**src/vzd_pkg.sv**
```systemverilog
package vzd_pkg;

  // Field kinds as they arrive on field_kind_i.
  typedef enum logic [2:0] {
    KIND_U16  = 3'd0,
    KIND_U32  = 3'd1,
    KIND_U64  = 3'd2,
    KIND_S16  = 3'd3,
    KIND_S32  = 3'd4,
    KIND_S64  = 3'd5,
    KIND_RAW1 = 3'd6,
    KIND_RAW8 = 3'd7
  } kind_e;

  typedef enum logic [1:0] {
    STATUS_OK       = 2'd0,
    STATUS_TOO_LONG = 2'd1,
    STATUS_TRUNC    = 2'd2
  } status_e;

  // What the back end does with one classified word.
  typedef enum logic [1:0] {
    OP_ACCUM = 2'd0,
    OP_DONE  = 2'd1,
    OP_FAIL  = 2'd2
  } op_e;

  localparam int unsigned ValueW = 64;
  localparam int unsigned ShiftW = 6;
  localparam int unsigned LenW   = 4;
  localparam logic [7:0]  GroupMask = 8'h7F;

  // Depth of the queues between the stages.
  localparam int unsigned QDepth = 2;
  localparam int unsigned QPtrW  = $clog2(QDepth);
  localparam int unsigned QCntW  = $clog2(QDepth + 1);

  typedef struct packed {
    op_e              op;
    kind_e            kind;
    logic [7:0]       group;
    logic [ShiftW-1:0] shift;
    logic [LenW-1:0]  len;
    status_e          status;
  } mid_t;

  typedef struct packed {
    logic [ValueW-1:0] value;
    status_e           status;
    logic [LenW-1:0]   len;
  } result_t;

  function automatic logic [LenW-1:0] max_bytes(input kind_e kind);
    logic [LenW-1:0] n;
    unique case (kind) inside
      KIND_U16, KIND_S16: n = LenW'(3);
      KIND_U32, KIND_S32: n = LenW'(5);
      default:            n = LenW'(10);
    endcase
    return n;
  endfunction

  function automatic logic [ValueW-1:0] width_mask(input kind_e kind);
    logic [ValueW-1:0] m;
    unique case (kind) inside
      KIND_U16, KIND_S16: m = {{(ValueW-16){1'b0}}, {16{1'b1}}};
      KIND_U32, KIND_S32: m = {{(ValueW-32){1'b0}}, {32{1'b1}}};
      default:            m = {ValueW{1'b1}};
    endcase
    return m;
  endfunction

  function automatic logic is_signed(input kind_e kind);
    return (kind == KIND_S16) || (kind == KIND_S32) || (kind == KIND_S64);
  endfunction

endpackage

```
**src/vzd_fifo.sv**
```systemverilog
module vzd_fifo
  import vzd_pkg::*;
#(
  parameter int unsigned Width = 8
) (
  input  logic             clk_i,
  input  logic             rst_ni,
  input  logic             push_i,
  input  logic [Width-1:0] data_i,
  output logic             full_o,
  input  logic             pop_i,
  output logic [Width-1:0] data_o,
  output logic             empty_o
);

  logic [Width-1:0] entries_q [QDepth];
  logic [QPtrW-1:0] wptr_q, rptr_q;
  logic [QCntW-1:0] cnt_q;
  logic             do_push, do_pop;

  assign full_o  = (cnt_q == QCntW'(QDepth));
  assign empty_o = (cnt_q == '0);
  assign do_push = push_i && !full_o;
  assign do_pop  = pop_i && !empty_o;
  assign data_o  = entries_q[rptr_q];

  always_ff @(posedge clk_i or negedge rst_ni) begin
    if (!rst_ni) begin
      wptr_q <= '0;
      rptr_q <= '0;
      cnt_q  <= '0;
    end else begin
      if (do_push) begin
        wptr_q <= (wptr_q == QPtrW'(QDepth - 1)) ? '0 : wptr_q + 1'b1;
      end
      if (do_pop) begin
        rptr_q <= (rptr_q == QPtrW'(QDepth - 1)) ? '0 : rptr_q + 1'b1;
      end
      if (do_push && !do_pop) begin
        cnt_q <= cnt_q + 1'b1;
      end else if (do_pop && !do_push) begin
        cnt_q <= cnt_q - 1'b1;
      end
    end
  end

  always_ff @(posedge clk_i) begin
    if (do_push) begin
      entries_q[wptr_q] <= data_i;
    end
  end

endmodule

```
**src/vzd_front.sv**
```systemverilog
module vzd_front
  import vzd_pkg::*;
(
  input  logic       clk_i,
  input  logic       rst_ni,
  input  logic       push_i,
  input  logic       full_i,
  input  logic [7:0] data_byte_i,
  input  logic [2:0] field_kind_i,
  input  logic       byte_valid_i,
  output logic       mid_push_o,
  output mid_t       mid_data_o
);

  logic            in_field_q, in_field_d;
  kind_e           kind_q, kind_d;
  logic [LenW-1:0] cnt_q, cnt_d;

  kind_e           kind_cur;
  logic [LenW-1:0] idx;
  logic [LenW-1:0] idx_next;
  mid_t            entry;

  always_comb begin
    kind_cur = in_field_q ? kind_q : kind_e'(field_kind_i);
    idx      = in_field_q ? cnt_q : '0;
    idx_next = idx + 1'b1;

    entry        = '0;
    entry.kind   = kind_cur;
    entry.op     = OP_ACCUM;
    entry.status = STATUS_OK;

    if (!byte_valid_i) begin
      entry.op     = OP_FAIL;
      entry.status = STATUS_TRUNC;
    end else begin
      unique case (kind_cur)
        KIND_RAW1: begin
          entry.op    = OP_DONE;
          entry.group = data_byte_i;
          entry.len   = LenW'(1);
        end
        KIND_RAW8: begin
          entry.group = data_byte_i;
          entry.shift = {idx[2:0], 3'b000};
          entry.len   = LenW'(8);
          entry.op    = (idx[2:0] == 3'd7) ? OP_DONE : OP_ACCUM;
        end
        default: begin
          entry.group = data_byte_i & GroupMask;
          entry.shift = ShiftW'({2'b00, idx} * 6'd7);
          entry.len   = idx_next;
          if (data_byte_i[7]) begin
            // A continuation on the last allowed byte ends the field as too long.
            if (idx_next >= max_bytes(kind_cur)) begin
              entry.op     = OP_FAIL;
              entry.status = STATUS_TOO_LONG;
              entry.len    = '0;
            end else begin
              entry.op = OP_ACCUM;
            end
          end else begin
            entry.op = OP_DONE;
          end
        end
      endcase
    end
  end

  // An exhausted buffer between fields produces nothing for the back end.
  assign mid_push_o = push_i && !full_i && (byte_valid_i || in_field_q);
  assign mid_data_o = entry;

  always_comb begin
    in_field_d = in_field_q;
    kind_d     = kind_q;
    cnt_d      = cnt_q;
    if (mid_push_o) begin
      if (entry.op == OP_ACCUM) begin
        in_field_d = 1'b1;
        kind_d     = kind_cur;
        cnt_d      = idx_next;
      end else begin
        in_field_d = 1'b0;
        cnt_d      = '0;
      end
    end
  end

  always_ff @(posedge clk_i or negedge rst_ni) begin
    if (!rst_ni) begin
      in_field_q <= 1'b0;
      kind_q     <= KIND_U16;
      cnt_q      <= '0;
    end else begin
      in_field_q <= in_field_d;
      kind_q     <= kind_d;
      cnt_q      <= cnt_d;
    end
  end

endmodule

```
**src/vzd_back.sv**
```systemverilog
module vzd_back
  import vzd_pkg::*;
(
  input  logic    clk_i,
  input  logic    rst_ni,
  input  logic    mid_empty_i,
  input  mid_t    mid_data_i,
  output logic    mid_pop_o,
  input  logic    res_full_i,
  output logic    res_push_o,
  output result_t res_data_o
);

  logic [ValueW-1:0] acc_q, acc_d;
  logic [ValueW-1:0] acc_n;
  logic [ValueW-1:0] masked;
  logic              emits;

  // Every field ends in a done or fail word, which clears the accumulator,
  // so it is zero again when the next field begins.
  assign acc_n  = acc_q | ({{(ValueW-8){1'b0}}, mid_data_i.group} << mid_data_i.shift);
  assign masked = acc_n & width_mask(mid_data_i.kind);
  assign emits  = (mid_data_i.op != OP_ACCUM);

  assign mid_pop_o  = !mid_empty_i && (!emits || !res_full_i);
  assign res_push_o = !mid_empty_i && emits;

  always_comb begin
    res_data_o = '0;
    unique case (mid_data_i.op)
      OP_DONE: begin
        res_data_o.status = STATUS_OK;
        res_data_o.len    = mid_data_i.len;
        if (is_signed(mid_data_i.kind)) begin
          res_data_o.value = (masked >> 1) ^ {ValueW{masked[0]}};
        end else begin
          res_data_o.value = masked;
        end
      end
      OP_FAIL: begin
        res_data_o.status = mid_data_i.status;
      end
      default: begin
        res_data_o = '0;
      end
    endcase
  end

  always_comb begin
    acc_d = acc_q;
    if (mid_pop_o) begin
      acc_d = emits ? '0 : acc_n;
    end
  end

  always_ff @(posedge clk_i or negedge rst_ni) begin
    if (!rst_ni) begin
      acc_q <= '0;
    end else begin
      acc_q <= acc_d;
    end
  end

endmodule

```
**src/varint_zigzag_field_decoder.sv**
```systemverilog
// Decodes a serialized byte stream, one byte per clock, into fields: unsigned
// and zigzag-signed varints of 16, 32 and 64 bits (at most 3, 5 and 10 bytes),
// single raw bytes and 8-byte little-endian raw words. The field kind is
// sampled with the first byte of each field; byte_valid_i low ends a field in
// progress with a truncated status. One result comes out per finished or failed
// field; it is registered in the decoder queue and then in the result queue,
// from which it shows on the result ports and can be popped. A new byte is
// accepted every clock while the short queue behind the classifier has room;
// the only stall comes from results that are not popped, which backs up through
// the result queue and the decoder queue to full.
module varint_zigzag_field_decoder
  import vzd_pkg::*;
(
  input  logic        clk_i,
  input  logic        rst_ni,
  input  logic        push,
  output logic        full,
  input  logic [7:0]  data_byte_i,
  input  logic [2:0]  field_kind_i,
  input  logic        byte_valid_i,
  output logic        empty,
  input  logic        pop,
  output logic [63:0] value_o,
  output logic [1:0]  status_o,
  output logic [3:0]  byte_length_o
);

  logic    mid_push, mid_full, mid_pop, mid_empty;
  mid_t    mid_in, mid_out;
  logic    res_push, res_full;
  result_t res_in, res_out;

  vzd_front u_front (
    .clk_i        (clk_i),
    .rst_ni       (rst_ni),
    .push_i       (push),
    .full_i       (mid_full),
    .data_byte_i  (data_byte_i),
    .field_kind_i (field_kind_i),
    .byte_valid_i (byte_valid_i),
    .mid_push_o   (mid_push),
    .mid_data_o   (mid_in)
  );

  assign full = mid_full;

  vzd_fifo #(
    .Width ($bits(mid_t))
  ) u_mid_q (
    .clk_i   (clk_i),
    .rst_ni  (rst_ni),
    .push_i  (mid_push),
    .data_i  (mid_in),
    .full_o  (mid_full),
    .pop_i   (mid_pop),
    .data_o  (mid_out),
    .empty_o (mid_empty)
  );

  vzd_back u_back (
    .clk_i       (clk_i),
    .rst_ni      (rst_ni),
    .mid_empty_i (mid_empty),
    .mid_data_i  (mid_out),
    .mid_pop_o   (mid_pop),
    .res_full_i  (res_full),
    .res_push_o  (res_push),
    .res_data_o  (res_in)
  );

  vzd_fifo #(
    .Width ($bits(result_t))
  ) u_res_q (
    .clk_i   (clk_i),
    .rst_ni  (rst_ni),
    .push_i  (res_push),
    .data_i  (res_in),
    .full_o  (res_full),
    .pop_i   (pop),
    .data_o  (res_out),
    .empty_o (empty)
  );

  assign value_o       = res_out.value;
  assign status_o      = res_out.status;
  assign byte_length_o = res_out.len;

endmodule

```
**config.mk**
```make
export PLATFORM = sky130hd
export DESIGN_NAME = varint_zigzag_field_decoder
export DESIGN_NICKNAME = d
export VERILOG_FILES = /design/src/vzd_pkg.sv /design/src/vzd_fifo.sv /design/src/vzd_front.sv /design/src/vzd_back.sv /design/src/varint_zigzag_field_decoder.sv
export SDC_FILE = /design/constraint.sdc
export NUM_CORES = 1
export LEC_CHECK = 0
export BUFFER_PORTS_ARGS = -buffer_cell sky130_fd_sc_hd__buf_2
export CORE_MARGIN = 3
export CORE_UTILIZATION = 33
export DETAILED_ROUTE_END_ITERATION = 12
export SETUP_SLACK_MARGIN = 0.1
export SLEW_MARGIN = 25
export SYNTH_ARGS = -nofsm -noshare
export SYNTH_HDL_FRONTEND = slang
export SYNTH_SLANG_ARGS = --single-unit
export TNS_END_PERCENT = 20
```
**constraint.sdc**
```tcl
create_clock -name clk_i -period 8.6 [get_ports clk_i]
set_input_delay 2.58 -clock clk_i [delete_from_list [all_inputs] [get_ports clk_i]]
set_output_delay 2.58 -clock clk_i [all_outputs]
set_load 0.005 [all_outputs]
```
==> results.py <==
metrics = {
    "outcome": {
        "status": "finished clean",
    },
    "logic_synthesis": {
        "syn_inst": 1134,
        "synth_seq_cells": 270,
        "ys_async_sr_fraction_pct": 29.6,
        "syn_nets": 1167,
        "synth_most_common_cell": "edfxtp_1",
        "yosysTopAreaCellShare_pct": 42.2,
        "synth_top_area_cell": "edfxtp_1",
        "yosys_warnings": 0,
        "synth_flop_cell": "edfxtp_1",
        "synth_area_sq_um": 13500,
        "ys_seq_area_share_pct": 56.9,
        "netlist_top_cells_count": "edfxtp_1 (190), a21oi_1 (126), nor2_1 (111)",
        "synthTopCellsByArea": "edfxtp_1 (42%), dfrtp_1 (15%), mux2_2 (7.6%)",
        "syn_avg_cell_area_sq_um": 11.9,
        "synth_edf_count": 190,
        "synth_cell_types": 77,
    },
    "clocking": {
        "cts_tree": "yes",
        "clock_path_buffers": 3,
        "clk_latency_ns": 0.56,
        "cts_made_buffers": 29,
        "clock-sinks": 270,
        "postCtsSetupBuffers": 0,
        "cts_max_level": 1,
        "cts_resized": 0,
        "cts_hold_buf": 0,
        "root_buffer": "clkbuf_16",
        "clkTransAtPathRegs_ns": 0.06,
    },
    "routing": {
        "vias": 9497,
        "first_pass_iters": 7,
        "drt_wl_total_um": 35500,
        "drcViolationCount": 0,
        "avgViaCountPerCell": 5.42,
        "wl_per_cell_um": 20.3,
        "drt_iter0_drc": 843,
        "ant_nets": 0,
    },
    "place": {
        "placement.io_buffers": 87,
        "gp_congestion": 0.940,
        "dp_hpwl_um": 24200,
        "place_area_sq_um": 14500,
        "post-place-ws_ns": 2.95,
    },
    "flow_run": {
        "max_cap_viol_count": 0,
    },
    "timing": {
        "setup_violations": 0,
        "worstMarginPinSlew_ns": 1.08,
        "hold_slack_ns": 0.463,
        "rsz0062_at_grt": "false",
        "maxSlewHeadroom_pct": 27.5,
        "fmax_mhz": 195,
        "fin_crit_ns": 5.13,
        "hold_viol_final": 0,
        "tns_ns": 0,
        "drv_slew": 0,
        "fin_crit_sh_pct": 59.6,
        "setup_slack_ns": 3.47,
        "finClkSkew_ns": 0.0132,
    },
    "global_route": {
        "antenna_found_initial": 1,
        "grt_pass1_wl_um": 55200,
        "grt_overflow": 0,
        "grt_pass1_vias": 9410,
        "grt_max_degree": 71,
        "grt_usage_pct": 15.9,
    },
    "critical_path": {
        "cp.required_ns": 9.04,
        "start_kind": "input port",
        "cp_data_arrival_time_ns": 5.57,
        "critPathMaxFanout": 8,
        "end_kind": "flop",
        "critical_path_class": "input port to flop",
    },
    "worst_hold_path": {
        "hold_path.class": "flop to flop",
    },
    "power_and_ir_drop": {
        "vdd.ir_drop.worst_v": 0.000204,
        "p_per_area_nw_per_um2": 366,
        "p_leak_uw": 0.00594,
    },
    "die": {
        "die_w_um": 209,
        "coreArea_sq_um": 40100,
        "fp.dieH_um": 209,
        "start_util_pct": 33.8,
        "dieArea_sq_um": 43500,
        "num_rows": 73,
        "io_pins": 88,
    },
    "finish": {
        "multiInputGateArea_sq_um": 5450,
        "antenna_cells": 0,
        "nFillCells": 3866,
        "drive_above_1_share_pct": 22.4,
        "nNetsFinal": 1237,
        "ff_latch_area_sq_um": 7710,
        "fin_area_sq_um": 15400,
        "area_growth_syn_to_layout_pct": 13.8,
    },
}
==> state kept, by name (all words and copies together) (netlist names) <==
name,flops
u_front.kind_q,3
u_mid_q.entries_q,50
u_res_q.cnt_q,2
u_front.in_field_q,1
u_res_q.rptr_q,1
u_res_q.wptr_q,1
u_mid_q.wptr_q,1
u_front.cnt_q,4
u_back.acc_q,64
u_res_q.entries_q,140
u_mid_q.cnt_q,2
u_mid_q.rptr_q,1
==> logic make-up after synthesis <==
kind of cell / count (synthesis) / share of synthesized area [%]
flip-flops: 270 / 56.9
XOR/XNOR: 16 / 1.04
buffers and inverters: 88 / 2.94
AO/OA/AOI/OAI: 318 / 15.7
adder cells (fa/ha/maj): 17 / 1.79
multiplexers: 143 / 11.9
AND/OR/NAND/NOR: 282 / 9.71
==> worst paths after layout <==
check	start	end	slack, ns	cells past startpoint
hold / removal	u_res_q.rptr_q	u_res_q.rptr_q	0.46	1
min in group asynchronous	rst_ni	u_mid_q.cnt_q[1]	1.86	1
max in group asynchronous	rst_ni	u_back.acc_q[26]	5.56	2
hold reg to reg	u_res_q.rptr_q	u_res_q.rptr_q	0.46	1
setup / recovery	field_kind_i[0]	u_front.kind_q[0]	3.47	12
setup reg to reg	u_mid_q.rptr_q	u_res_q.entries_q[0][66]	4.73	8
==> routing by layer <==
| metal | track usage [%] | share of wire [%] | vias up |
|---|---|---|---|
| met5 | 0 | 0 | - |
| met4 | 4.72 | 2.9 | 0 |
| met3 | 2.53 | 5.9 | 76 |
| met2 | 25.1 | 46 | 291 |
| met1 | 22.6 | 46 | 4694 |
| li1 | - | - | 4436 |
==> power by group <==
group          switching, uW  total [uW]  internal (uW)
Combinational           1510        2330            818
Clock                    502        1230            726
Sequential               169        2080           1910
Total                   2180        5640           3460
==> area by class of cell <==
type                            instances  area share (%)
Clock inverter                         13           0.918
Clock buffer                           40            5.11
Timing Repair Buffer                  106            3.77
Multi-Input combinational cell        776            35.4
Inverter                               21           0.512
Sequential cell                       270            50.1
Tap cell                              525            4.26
==> through the flow <==
stage / instances / util [%] / total power (uW)
after detailed placement: 1698 / 36.1 / 4450
after global placement: 1698 / 36.1 / 4430
after CTS: 1751 / 38.4 / 5700
final: 1751 / 38.4 / 5640
after floorplan: 1134 / - / 3610
after global routing: 1751 / 38.4 / 5970
==> cells in the final DEF, fill, tap and decap left out, types with 7 or more instances in the layout <==
cell type  count
a211oi_1      12
a21o_1        10
a21oi_1      126
a221o_1        7
a22o_1        13
and2_1        12
buf_2         86
buf_4         20
clkbuf_1       9
clkbuf_16     29
dfrtp_1       78
edfxtp_1     190
ha_1          13
inv_1         19
mux2_2        91
mux2i_1       45
nand2_1       70
nand2b_1      15
nand3_1       15
nor2_1       109
nor2b_1        8
nor3_1        11
o211ai_1      13
o21ai_0       40
o221ai_1      21
o22a_1         8
or3_1          8
xnor2_1       13
==> critical path, cell delays in order <==
cell and delay (ns):
buf_2 0.10, mux2i_1 0.30, inv_1 0.21, mux2i_1 0.25
ha_1 0.26, nand2b_1 0.14, a21o_1 0.17, a21o_1 0.18
a21oi_1 0.24, o31ai_1 0.21, nor3_2 0.52, mux2_2 0.41
No activity file was read; power rests on OpenSTA's default activity.
